## src/hw/rtl/deq_pkg.sv

```systemverilog
// Package: types, constants and index helpers for the double-ended queue.
package deq_pkg;

    localparam int DEPTH    = 1024;
    localparam int ADDR_W   = $clog2(DEPTH);
    localparam int ADDR_X_W = ADDR_W + 1;
    localparam int CNT_W    = $clog2(DEPTH + 1);
    localparam int DATA_W   = 32;
    localparam int OCNT_W   = 11;

    localparam logic [2:0] REQ_PUSH_FRONT = 3'd0;
    localparam logic [2:0] REQ_PUSH_BACK  = 3'd1;
    localparam logic [2:0] REQ_POP_FRONT  = 3'd2;
    localparam logic [2:0] REQ_POP_BACK   = 3'd3;
    localparam logic [2:0] REQ_QUERY      = 3'd4;

    localparam logic [1:0] ST_DONE  = 2'd0;
    localparam logic [1:0] ST_FULL  = 2'd1;
    localparam logic [1:0] ST_EMPTY = 2'd2;

    localparam logic signed [DATA_W-1:0] EMPTY_VALUE = '1;

    typedef struct packed {
        logic [2:0]               req_type;
        logic signed [DATA_W-1:0] value;
    } t_req;

    typedef struct packed {
        logic [1:0]               status;
        logic signed [DATA_W-1:0] front_value;
        logic signed [DATA_W-1:0] back_value;
        logic [OCNT_W-1:0]        count;
        logic                     is_empty;
    } t_rsp;

    typedef struct packed {
        logic              we;
        logic [ADDR_W-1:0] waddr;
        logic [DATA_W-1:0] wdata;
        logic [ADDR_W-1:0] raddr_f;
        logic [ADDR_W-1:0] raddr_b;
    } t_mem_cmd;

    typedef struct packed {
        logic              valid;
        logic [1:0]        status;
        logic [CNT_W-1:0]  count;
        logic              empty;
        logic              byp_f;
        logic              byp_b;
        logic [DATA_W-1:0] wdata;
    } t_meta;

    function automatic logic [ADDR_W-1:0] slot_add(input logic [ADDR_W-1:0] a,
                                                   input logic [ADDR_W-1:0] b);
        logic [ADDR_X_W-1:0] s;
        s = {1'b0, a} + {1'b0, b};
        if (s >= ADDR_X_W'(DEPTH)) begin
            s = s - ADDR_X_W'(DEPTH);
        end
        return s[ADDR_W-1:0];
    endfunction

    function automatic logic [ADDR_W-1:0] slot_dec(input logic [ADDR_W-1:0] a);
        return (a == '0) ? ADDR_W'(DEPTH - 1) : a - 1'b1;
    endfunction

endpackage

```

## src/hw/rtl/deq_ctrl.sv

```systemverilog
// Head and count tracking, store commands and registered result status.
module deq_ctrl import deq_pkg::*; (
    input  logic     i_clk,
    input  logic     i_rst_n,
    input  logic     i_accept,
    input  t_req     i_req,
    output t_mem_cmd o_cmd,
    output t_meta    o_meta
);

    logic [ADDR_W-1:0] r_head;
    logic [CNT_W-1:0]  r_count;
    logic [ADDR_W-1:0] n_head;
    logic [CNT_W-1:0]  n_count;
    logic [1:0]        status;
    logic              full;
    logic [ADDR_W-1:0] back_off;
    t_mem_cmd          cmd;
    t_meta             r_meta;

    assign full = (r_count == CNT_W'(DEPTH));

    always_comb begin
        n_head    = r_head;
        n_count   = r_count;
        status    = ST_DONE;
        cmd.we    = 1'b0;
        cmd.waddr = r_head;
        cmd.wdata = i_req.value;
        case (i_req.req_type)
            REQ_PUSH_FRONT: begin
                if (full) begin
                    status = ST_FULL;
                end else begin
                    n_head    = slot_dec(r_head);
                    n_count   = r_count + 1'b1;
                    cmd.we    = 1'b1;
                    cmd.waddr = slot_dec(r_head);
                end
            end
            REQ_PUSH_BACK: begin
                if (full) begin
                    status = ST_FULL;
                end else begin
                    n_count   = r_count + 1'b1;
                    cmd.we    = 1'b1;
                    cmd.waddr = slot_add(r_head, ADDR_W'(r_count));
                end
            end
            REQ_POP_FRONT: begin
                if (r_count == '0) begin
                    status = ST_EMPTY;
                end else begin
                    n_head  = slot_add(r_head, ADDR_W'(1));
                    n_count = r_count - 1'b1;
                end
            end
            REQ_POP_BACK: begin
                if (r_count == '0) begin
                    status = ST_EMPTY;
                end else begin
                    n_count = r_count - 1'b1;
                end
            end
            default: begin
            end
        endcase
        cmd.we      = cmd.we & i_accept;
        back_off    = (n_count == '0) ? '0 : ADDR_W'(n_count - 1'b1);
        cmd.raddr_f = n_head;
        cmd.raddr_b = slot_add(n_head, back_off);
    end

    always_ff @(posedge i_clk) begin
        r_meta.status <= status;
        r_meta.count  <= n_count;
        r_meta.empty  <= (n_count == '0);
        r_meta.byp_f  <= cmd.we && (cmd.waddr == cmd.raddr_f);
        r_meta.byp_b  <= cmd.we && (cmd.waddr == cmd.raddr_b);
        r_meta.wdata  <= cmd.wdata;
        if (!i_rst_n) begin
            r_head       <= '0;
            r_count      <= '0;
            r_meta.valid <= 1'b0;
        end else begin
            r_meta.valid <= i_accept;
            if (i_accept) begin
                r_head  <= n_head;
                r_count <= n_count;
            end
        end
    end

    assign o_cmd  = cmd;
    assign o_meta = r_meta;

endmodule

```

## config.mk

```make
export PLATFORM = sky130hd
export DESIGN_NAME = deq_ctrl
export DESIGN_NICKNAME = d
export VERILOG_FILES = /design/src/hw/rtl/deq_pkg.sv /design/src/hw/rtl/deq_ctrl.sv
export SDC_FILE = /design/constraint.sdc
export NUM_CORES = 1
export LEC_CHECK = 0
export ABC_AREA = 1
export BUFFER_PORTS_ARGS = -buffer_cell sky130_fd_sc_hd__buf_2
export CORE_AREA = 2 2 108 110
export DETAILED_ROUTE_END_ITERATION = 8
export DIE_AREA = 0 0 110 112
export PLACE_DENSITY = 0.75
export SYNTH_ARGS = -nofsm -noshare
export SYNTH_HDL_FRONTEND = slang
export SYNTH_SLANG_ARGS = --single-unit
```

## constraint.sdc

```tcl
create_clock -name i_clk -period 7.65 [get_ports i_clk]
set_input_delay 0.765 -clock i_clk [delete_from_list [all_inputs] [get_ports i_clk]]
set_output_delay 0.765 -clock i_clk [all_outputs]
set_load 0.02 [all_outputs]
```

==> out/results.md, run 1 <==
| Group | Quantity | Value |
|---|---|---|
| detailed routing | Avg WL per Cell | 15.1 um |
| synthesis | Async set-reset flop share out of synthesis | 0% |
| sta | Worst Tran Pin Value | 787 ps |
| synthesis | Synthesized-area fraction occupied by and/or/nand/nor cells | 38.5% |
| clock network | CTS Root Buffer Type | clkbuf_16 |
| layout | Layout cells sized above 1 | 21.3% |
| clock network | TritonCTS clock tree | built |
| synthesis | Combinational family with the most area after synthesis | simple AND/OR/NAND/NOR gates |
| clock network | Clock latency reported for the late side of the worst-skew pair | 340 ps |
| placement | Dpl hpwl | 13100 um |
| global routing | Via count of the first global-routing pass | 5198 |
| worst setup path | Data arrival at the endpoint of the critical path | 4950 ps |
| worst setup path | Type of the setup path with the least slack | reg2out |
| floorplan | Core region area | 0.0112 mm^2 |
| detailed routing | Detail Route Antenna Nets | 0 |
| outcome | Status | complete, no violations |
| layout | Multi-input logic area | 0.00321 mm^2 |
| detailed routing | First-iteration detailed-routing DRC count | 545 |
| clock network | Clock input transition at the sequential cells of the worst setup and hold paths | 60 ps |
| power and ir drop | Part of the total power dissipated in combinational logic | 41.8% |
| floorplan | Number of cell rows | 39 |
| clock network | Depth of the CTS H-tree | 3 |
| worst setup path | Most frequent CP cell | nand2_1 |
| floorplan | I/O pin cnt | 150 |
| power and ir drop | Total Power Consumption | 1.42 mW |
| job | Count of max-cap constraint violations | 0 |
| worst setup path | Reg2Reg Depth | 31 |
| synthesis | Post-synth top cells | nand2_1 (212), inv_1 (113), nand3_1 (98) |
| clock network | Count of clock tree sinks | 70 |
| floorplan | Die outline width | 110 um |
| clock network | Clk buf depth | 2 |
| worst hold path | Path type of the worst min-delay path | in2reg |
| synthesis | Leading post-synthesis cells by cell area | dfxtp_1 (26%), nand2_1 (15%), nand3_1 (9.0%) |
| worst setup path | Kind of end point of the critical path | output port |
| global routing | Global-route wire length before repair | 26500 um |
| worst setup path | Critical path startpoint category | register |
| synthesis | Yosys warns | 0 |
| synthesis | Compound-gate portion of the synthesized area | 10.4% |
| detailed routing | DRC violations left | 0 |
| power and ir drop | Clock network power share | 28.7% |
| synthesis | Mapped Nets | 924 |
| layout | Area taken by flip-flops and latches | 0.00140 mm^2 |
| global routing | Initial antenna violation count | 0 |
| placement | Placer congestion estimate | 0.930 |
| floorplan | Die H | 112 um |
| worst setup path | Max stage delay on crit path | 360 ps |
| power and ir drop | Fraction of power consumed by sequential logic | 29.5% |
| synthesis | Portion of synthesized cell area occupied by the leading cell type | 25.8% |
| synthesis | Part of the Yosys area used for sequential elements | 25.8% |
| sta | Summed negative setup slack over all endpoints | 0 ps |
| synthesis | Cells after Synth | 859 |
| detailed routing | Final wirelength | 16700 um |
| worst hold path | Depth of the worst hold-timing path | 1 |
| global routing | Largest net degree at the start of global routing | 26 |
| sta | Period Utilization, post-route | 74.7% |
| worst hold path | Launch point of the worst hold path | i_req[19] |
| sta | RSZ-0062 raised after global routing | no |
| worst setup path | Required time of the critical path | 6880 ps |
| layout | Layout filler cell count | 1125 |
| synthesis | Leading area contributor after synthesis | dfxtp_1 |
| synthesis | Cell with the most instances after synthesis | nand2_1 |
| worst setup path | Standard cell with the maximum stage delay on the critical path | nand2_2 |
| layout | Number of antenna repair diodes | 0 |
| synthesis | Commonest register cell after synthesis | dfxtp_1 |
| power and ir drop | Peak VDD IR | 0.000174 V |
| synthesis | Share of cell area taken by muxes after synthesis | 0% |
| worst setup path | Origin of the critical flop-to-flop path | r_count[0] |
| sta | Final setup viols | 0 |
| layout | Number of nets in the layout | 1029 |
| synthesis | Count of unique library cells instantiated by Yosys | 41 |
| synthesis | Combined area of all synthesized cells | 0.00543 mm^2 |
| worst setup path | Launch point of the critical path | r_count[0] |
| sta | Relative slew margins | 47.3% |
| sta | Maximum frequency from static timing analysis | 0.175 GHz |
| synthesis | Number of enable-type register cells in the synthesized netlist | 0 |
| global routing | Total grt overflow | 0 |
| floorplan | Overall die area | 0.0123 mm^2 |
| synthesis | Area share of fa/ha/maj cells after synthesis | 6.50% |
| power and ir drop | Net switching share of the total power | 42.8% |
| detailed routing | Drt first pass iters | 6 |
| floorplan | Initial core utilization | 48.6% |
| global routing | GRT Total Usage | 27.4% |
| power and ir drop | Cell area power density | 226 mW/mm^2 |
| synthesis | Post-synthesis average cell area | 6.32 um^2 |
| layout | Layout overhead on the synthesized area | 15.7% |
| detailed routing | Average via count per standard cell | 5.25 |
| detailed routing | Count of vias placed by the detailed router | 5842 |
| placement | Total of buffers placed on input and output ports | 149 |
| power and ir drop | Switching component of the power | 0.607 mW |
| worst setup path | Highest fanout seen on the critical path | 20 |
| clock network | Number of buffers inserted by hold repair at cts | 0 |
| sta | Pins over their slew limit | 0 |
| clock network | Total setup buffers inserted after CTS | 0 |
| power and ir drop | Internal power component | 0.811 mW |
| sta | Period minus WS final | 5720 ps |
| clock network | Inserted Clock Buffers | 9 |
| clock network | Resized cells post-CTS | 0 |
| synthesis | Flip-flop and latch count after synthesis | 70 |
| sta | Final hold viol count | 0 |
| synthesis | Xor/xnor cell area share of the yosys netlist | 3.71% |
| sta | Final clock skew | 14.9 ps |
| power and ir drop | Leakage power | 3.49 nW |
routing by layer:
| metal | up-vias | part of all wire (%) | global-route usage (%) |
|---|---|---|---|
| li1 | 2941 | - | - |
| met1 | 2612 | 44 | 38.7 |
| met2 | 269 | 47 | 42.9 |
| met3 | 20 | 8.4 | 5.33 |
| met4 | 0 | 1.4 | 6.41 |
| met5 | - | 0 | 0 |
placed cells by master, fill, tap and decap left out, types with 2 or more instances in the layout:
master	Yosys	routed
clkbuf_16	0	9
nand3_1	98	98
nor2_1	84	84
nand3_2	2	2
nor3_1	8	8
nand3_4	3	3
clkinv_1	2	2
inv_1	113	113
ha_1	25	25
nand2_1	212	212
o21bai_1	4	4
nand4_1	22	22
inv_8	0	2
nor2_4	5	5
fa_1	2	2
xor2_1	17	17
o21ai_2	2	2
inv_2	7	7
o211ai_1	3	3
o21ai_0	40	40
nand2_2	9	9
a21oi_1	41	41
inv_6	0	2
dfxtp_1	70	70
nand3b_1	2	2
nor4_1	2	2
clkinvlp_4	0	2
nor2_2	8	8
o21ai_1	7	7
buf_2	7	149
xnor2_1	6	6
worst max-delay path, delay by kind of cell (launching register included):
kind / cells / cell delay [ps]
adders and majority gates: 3 / 740
and+or+nand+nor: 16 / 2110
buffers and inverters: 9 / 880
AOI/OAI and AO/OA: 4 / 500
DFF: 1 / 350
through the flow:
| step | instances | setup slack [ps] | instance area [um^2] | util [%] | hold WS, ps |
|---|---|---|---|---|---|
| final | 1112 | 1930 | 6280 | 56.2 | 538 |
| after global routing | 1112 | 1470 | 6280 | 56.2 | 529 |
| after CTS | 1112 | 1950 | 6280 | 56.2 | 532 |
| after detailed placement | 1096 | 2150 | 5990 | 53.6 | 578 |
| after global placement | 1096 | 2200 | 5990 | 53.6 | 601 |
| after floorplan | 859 | 3210 | 5430 | - | 549 |
registers in the layout (all words and copies together) (netlist names):
| signal | flops |
|---|---|
| r_head | 10 |
| o_meta | 49 |
| r_count | 11 |
cells by family after synthesis:
| family | after synthesis |
|---|---|
| AND/OR/NAND/NOR | 459 |
| flip-flops | 70 |
| AO/OA/AOI/OAI | 103 |
| buffers and inverters | 177 |
| adder cells (fa/ha/maj) | 27 |
| XOR/XNOR | 23 |
final timing paths:
check	end	slack (ps)
max	o_cmd[9]	1930
min	o_meta[19]	540
max reg2reg	o_meta[32]	2570
min reg2reg	r_count[0]	650
cell type report:
class	instances	share of cell area [%]
flip-flops and latches	70	22.3
clock inverters	7	1.02
multi-input cells	612	51.1
repair buffers	149	11.9
inverters	122	7.29
clock buffers	9	3.58
well taps	143	2.85
power groups by stage:
| stage | clock [mW] | combinational (mW) | sequential (mW) |
|---|---|---|---|
| 2_1_floorplan | 0 | 0.423 | 0.434 |
| 3_3_place_gp | 0 | 0.586 | 0.425 |
| 3_5_place_dp | 0 | 0.586 | 0.425 |
| 4_1_cts | 0.412 | 0.590 | 0.418 |
| 5_1_grt | 0.428 | 0.656 | 0.421 |
| 6_report | 0.407 | 0.592 | 0.418 |
(Power assumes the default switching activity.)
==> run 2: changes to the inputs <==
Clock period 7.65 ns to 5.95 ns, I/O delays scaled along.
==> out/results.md, run 2 (synthesis gave the netlist of run 1 again) <==
| Group | Quantity | Value |
|---|---|---|
| outcome | Status | complete, no violations |
| placement | Placer congestion estimate | 0.975 |
| sta | Final hold viol count | 0 |
| detailed routing | Count of vias placed by the detailed router | 5849 |
| worst setup path | Highest fanout seen on the critical path | 25 |
| floorplan | Number of cell rows | 39 |
| layout | Commonest non-fill, non-tap cell in the layout | nand2_1 |
| worst setup path | Required time of the critical path | 5360 ps |
| worst setup path | Type of the setup path with the least slack | reg2out |
| layout | Number of nets in the layout | 1031 |
| sta | RSZ-0062 raised after global routing | no |
| power and ir drop | Cell area power density | 289 mW/mm^2 |
| power and ir drop | Leakage power | 3.50 nW |
| sta | Final setup viols | 0 |
| detailed routing | Final wirelength | 16700 um |
| clock network | Number of buffers inserted by hold repair at cts | 0 |
| layout | End-of-flow core utilization | 56.4% |
| sta | Period Utilization, post-route | 91.8% |
| floorplan | Die outline width | 110 um |
| detailed routing | First-iteration detailed-routing DRC count | 625 |
| floorplan | Overall die area | 0.0123 mm^2 |
| sta | Relative slew margins | 46.1% |
| worst setup path | Max stage delay on crit path | 380 ps |
| sta | Period minus WS final | 5460 ps |
| worst setup path | Most frequent CP cell | inv_1 |
| detailed routing | Avg WL per Cell | 15.0 um |
| placement | Dpl hpwl | 13100 um |
| clock network | Clock latency reported for the late side of the worst-skew pair | 340 ps |
| sta | Maximum frequency from static timing analysis | 0.183 GHz |
| layout | Layout cells sized above 1 | 21.4% |
| detailed routing | Detail Route Antenna Nets | 0 |
| global routing | Total grt overflow | 0 |
| floorplan | Die H | 112 um |
| floorplan | Core region area | 0.0112 mm^2 |
| job | Count of max-cap constraint violations | 0 |
| worst hold path | Path type of the worst min-delay path | in2reg |
| layout | Highest-count cells in the layout ignoring fill and taps | nand2_1 (212), buf_2 (149), inv_1 (113) |
| layout | Flip-flop count of the largest register, all copies and words added | 49 |
| clock network | Total setup buffers inserted after CTS | 0 |
| power and ir drop | Peak VDD IR | 0.000254 V |
| worst setup path | Standard cell with the maximum stage delay on the critical path | nand2_2 |
| sta | Summed negative setup slack over all endpoints | 0 ps |
| global routing | Via count of the first global-routing pass | 5197 |
| detailed routing | Drt first pass iters | 6 |
| detailed routing | DRC violations left | 0 |
| sta | Final clock skew | 9.23 ps |
| clock network | Clk buf depth | 2 |
| layout | Number of antenna repair diodes | 0 |
| global routing | GRT Total Usage | 27.5% |
| global routing | Largest net degree at the start of global routing | 26 |
| detailed routing | Average via count per standard cell | 5.25 |
| global routing | Initial antenna violation count | 0 |
| clock network | Count of clock tree sinks | 70 |
| sta | Pins over their slew limit | 0 |
| clock network | Inserted Clock Buffers | 9 |
| worst setup path | Critical path startpoint category | register |
| clock network | TritonCTS clock tree | built |
| placement | Total of buffers placed on input and output ports | 149 |
| floorplan | Initial core utilization | 48.6% |
| layout | Layout overhead on the synthesized area | 16.1% |
| worst setup path | Kind of end point of the critical path | output port |
| floorplan | I/O pin cnt | 150 |
| clock network | CTS Root Buffer Type | clkbuf_16 |
| worst setup path | Internal reg-to-reg setup slack | 970 ps |
| sta | Worst hold margin | 365 ps |
| sta | Worst Tran Pin Value | 805 ps |
| clock network | Depth of the CTS H-tree | 3 |
| worst setup path | Data arrival at the endpoint of the critical path | 4870 ps |
| clock network | Clock input transition at the sequential cells of the worst setup and hold paths | 60 ps |
| global routing | Global-route wire length before repair | 26600 um |
[run 2: cell count changes in the layout (fill, tap and decap cells not counted)]
cell and change:
inv_6 +1, nand2_2 -1, nand2_4 +1, buf_4 +2, clkinv_4 -1
[run 2: metrics by stage]
stage	cells	instance area (um^2)	total power, mW	worst slack (ps)
floorplan	859	5430	1.10	1850
global placement	1098	6010	1.30	952
detailed placement	1098	6010	1.30	789
CTS	1114	6300	1.82	498
global route	1114	6300	1.93	37.8
finish	1114	6300	1.82	486
[run 2: final timing paths]
path,start,end,cells past startpoint
hold reg to reg,r_count[0],r_count[0],2
hold / removal,i_req[24],o_meta[24],1
setup / recovery,r_count[0],o_cmd[9],30
setup reg to reg,r_count[0],o_meta[32],31
[run 2: timing repair]
item	CTS	global route
endpoints found under the setup margin	0	1
resized for setup	0	1
hold endpoints to repair	0	0
[run 2: layout make-up]
cell class	instances	area, um^2
clock buffers	9	225
clock inverters	7	63.8
fillers	1074	4870
inverters	122	458
multi-input cells	612	3220
flip-flops and latches	70	1400
well taps	143	179
repair buffers	151	761
[run 2: power breakdown]
group / switching, mW / total (mW) / internal (mW)
Combinational: 0.513 / 0.763 / 0.250
Sequential: 0.0365 / 0.538 / 0.502
Clock: 0.229 / 0.521 / 0.292
Total: 0.778 / 1.82 / 1.04
[run 2: critical path, delay by kind of cell (launching register included)]
family	cells	cell delay, ps
AND/OR/NAND/NOR	14	2010
AO/OA/AOI/OAI	5	620
adder cells (fa/ha/maj)	3	780
flip-flops	1	350
buffers and inverters	8	750
[run 2: metal layers]
metal	share of wire [%]	GRT usage, %	wire length, um	vias up
li1	-	-	-	2951
met1	43	39.8	7220	2578
met2	46	41.5	7620	297
met3	9.4	4.63	1570	23
met4	1.7	8.19	284	0
met5	0	0	0	-
==> run 3: changes to the inputs <==
Settings changed: CORE_AREA 2 2 108 110 to 2 2 151 79, DIE_AREA 0 0 110 112 to 0 0 153 81, PLACE_DENSITY 0.75 to 0.76, RECOVER_POWER set to 25, SETUP_SLACK_MARGIN set to 0.2.
==> out/results.md, run 3 (synthesis gave the netlist of run 1 again) <==
| Group | Quantity | Value |
|---|---|---|
| floorplan | Die outline width | 153 um |
| detailed routing | DRC violations left | 0 |
| clock network | Clk buf depth | 2 |
| clock network | CTS Root Buffer Type | clkbuf_16 |
| placement | Dpl hpwl | 14700 um |
| sta | Worst Tran Pin Value | 938 ps |
| sta | Period Utilization, post-route | 88.1% |
| worst setup path | Kind of end point of the critical path | output port |
| worst setup path | Required time of the critical path | 5360 ps |
| power and ir drop | Switching component of the power | 0.804 mW |
| worst setup path | Critical path destination | o_cmd[6] |
| worst setup path | Origin of the critical flop-to-flop path | r_count[0] |
| worst hold path | Path type of the worst min-delay path | in2reg |
| clock network | Number of buffers inserted by hold repair at cts | 0 |
| global routing | Initial antenna violation count | 0 |
| clock network | Clock latency reported for the late side of the worst-skew pair | 340 ps |
| layout | Commonest non-fill, non-tap cell in the layout | nand2_1 |
| floorplan | Die H | 81 um |
| global routing | GRT Total Usage | 29.7% |
| outcome | Status | complete, no violations |
| floorplan | Initial core utilization | 48.0% |
| detailed routing | First-iteration detailed-routing DRC count | 688 |
| sta | Relative slew margins | 37.4% |
| power and ir drop | Leakage power | 3.51 nW |
| sta | RSZ-0062 raised after global routing | no |
| power and ir drop | Peak VDD IR | 0.000219 V |
| sta | Pins over their slew limit | 0 |
| power and ir drop | Internal power component | 1.17 mW |
| worst setup path | Type of the setup path with the least slack | reg2out |
| global routing | Total grt overflow | 0 |
| job | Count of max-cap constraint violations | 0 |
| worst setup path | Capturing point of the worst reg2reg path | o_meta[32] |
| detailed routing | Avg WL per Cell | 16.5 um |
| sta | Worst hold margin | 364 ps |
| worst setup path | Launch point of the critical path | r_count[0] |
| layout | Layout filler cell count | 1124 |
| power and ir drop | Cell area power density | 308 mW/mm^2 |
| worst setup path | Internal reg-to-reg setup slack | 1200 ps |
| clock network | Count of clock tree sinks | 70 |
| global routing | Via count of the first global-routing pass | 5185 |
| floorplan | Core region area | 0.0113 mm^2 |
| sta | Summed negative setup slack over all endpoints | 0 ps |
| worst setup path | Critical path startpoint category | register |
| detailed routing | Average via count per standard cell | 5.35 |
| layout | Flip-flop count of the largest register, all copies and words added | 49 |
| sta | Maximum frequency from static timing analysis | 0.191 GHz |
| power and ir drop | Net switching share of the total power | 40.8% |
| placement | Placer congestion estimate | 1.03 |
| detailed routing | Final wirelength | 18700 um |
| worst setup path | Highest fanout seen on the critical path | 8 |
| layout | Multi-input logic area | 0.00323 mm^2 |
| placement | Total of buffers placed on input and output ports | 149 |
| layout | Number of antenna repair diodes | 0 |
| layout | Layout cells sized above 1 | 20.2% |
| global routing | Largest net degree at the start of global routing | 24 |
| detailed routing | Drt first pass iters | 6 |
| layout | Number of nets in the layout | 1037 |
| power and ir drop | Clock network power share | 32.1% |
| layout | Highest-count cells in the layout ignoring fill and taps | nand2_1 (212), buf_2 (131), inv_1 (113) |
| floorplan | Number of cell rows | 28 |
| power and ir drop | Fraction of power consumed by sequential logic | 27.4% |
| layout | Area taken by flip-flops and latches | 0.00140 mm^2 |
| detailed routing | Count of vias placed by the detailed router | 6033 |
| worst setup path | Reg2Reg Depth | 32 |
| clock network | Inserted Clock Buffers | 9 |
| clock network | TritonCTS clock tree | built |
| floorplan | Overall die area | 0.0124 mm^2 |
| detailed routing | Detail Route Antenna Nets | 0 |
| clock network | Clock input transition at the sequential cells of the worst setup and hold paths | 70 ps |
| floorplan | I/O pin cnt | 150 |
| sta | Final clock skew | 9.98 ps |
| clock network | Depth of the CTS H-tree | 3 |
| global routing | Global-route wire length before repair | 28600 um |
| sta | Period minus WS final | 5240 ps |
| power and ir drop | Part of the total power dissipated in combinational logic | 40.6% |
| worst setup path | Data arrival at the endpoint of the critical path | 4650 ps |
| sta | Final hold viol count | 0 |
| sta | Final setup viols | 0 |
| layout | Layout overhead on the synthesized area | 18.0% |
run 3: changes by cell type in the layout (fill, tap and decap cells not counted), sizes merged:
cell,previous run,this run
clkbuf,9,27
buf,151,139
bufinv,0,3
inv,125,122
clkinv,2,3
clkinvlp,2,1
run 3: per-stage QoR:
stage          setup WS, ps  area, um^2  util [%]  cells  total power [mW]
6_report                709        6410      56.6   1127              1.97
5_1_grt                 209        6410      56.6   1127              2.08
4_1_cts                 460        6390      56.4   1124              1.95
3_5_place_dp            864        6040      53.4   1108              1.32
3_3_place_gp            977        6040      53.4   1108              1.32
2_1_floorplan          1850        5430         -    859              1.10
run 3: cell type report:
| type | instances | share of cell area (%) |
|---|---|---|
| clock buffers | 9 | 3.51 |
| clock inverters | 7 | 1.87 |
| inverters | 122 | 7.15 |
| multi-input cells | 612 | 50.4 |
| flip-flops and latches | 70 | 21.9 |
| well taps | 150 | 2.93 |
| repair buffers | 157 | 12.2 |
run 3: worst min path at each step:
stage                            end  cells after the start  slack [ps]  startpoint
after floorplan           r_count[0]                      2         550  r_count[0]
after global placement    r_count[0]                      2         610  r_count[0]
after detailed placement  r_count[0]                      2         590  r_count[0]
after CTS                 o_meta[26]                      1         360   i_req[26]
after global routing      o_meta[26]                      1         360   i_req[26]
final                     o_meta[26]                      1         360   i_req[26]
run 3: per-layer routing:
layer  part of all wire (%)  global-route usage, %  vias up
met5                      0                      0        -
met4                   0.83                   5.56        0
met3                     15                   12.8       23
met2                     37                   37.6      366
met1                     47                   45.2     2692
li1                       -                      -     2952
run 3: timing repair:
item	4_1_cts	5_1_grt
buffers inserted	0	3
gates resized for setup	0	4
setup endpoints to repair	0	4
run 3: critical path: stages, from the launching register on:
cell and delay (ps):
dfxtp_1 350, inv_2 160, ha_2 260, nand2_4 80
nor2_4 210, buf_4 200, nand2_2 90, o21ai_0 250
o21ai_2 140, ha_1 220, inv_1 50, nor2_1 40
nand2_1 60, nor2_1 40, nand3_1 160, inv_2 90
nor2_1 110, ha_1 240, inv_1 70, fa_1 400
o21ai_0 410, nand2_1 90, nor2_1 150, nor2_1 60
nand2_1 50, nand2_1 70, inv_1 80, buf_2 160
run 3: power groups by stage:
stage	Clock [mW]	Combinational [mW]	Sequential [mW]
2_1_floorplan	0	0.544	0.558
3_3_place_gp	0	0.769	0.547
3_5_place_dp	0	0.770	0.547
4_1_cts	0.640	0.777	0.537
5_1_grt	0.660	0.876	0.543
6_report	0.632	0.800	0.539
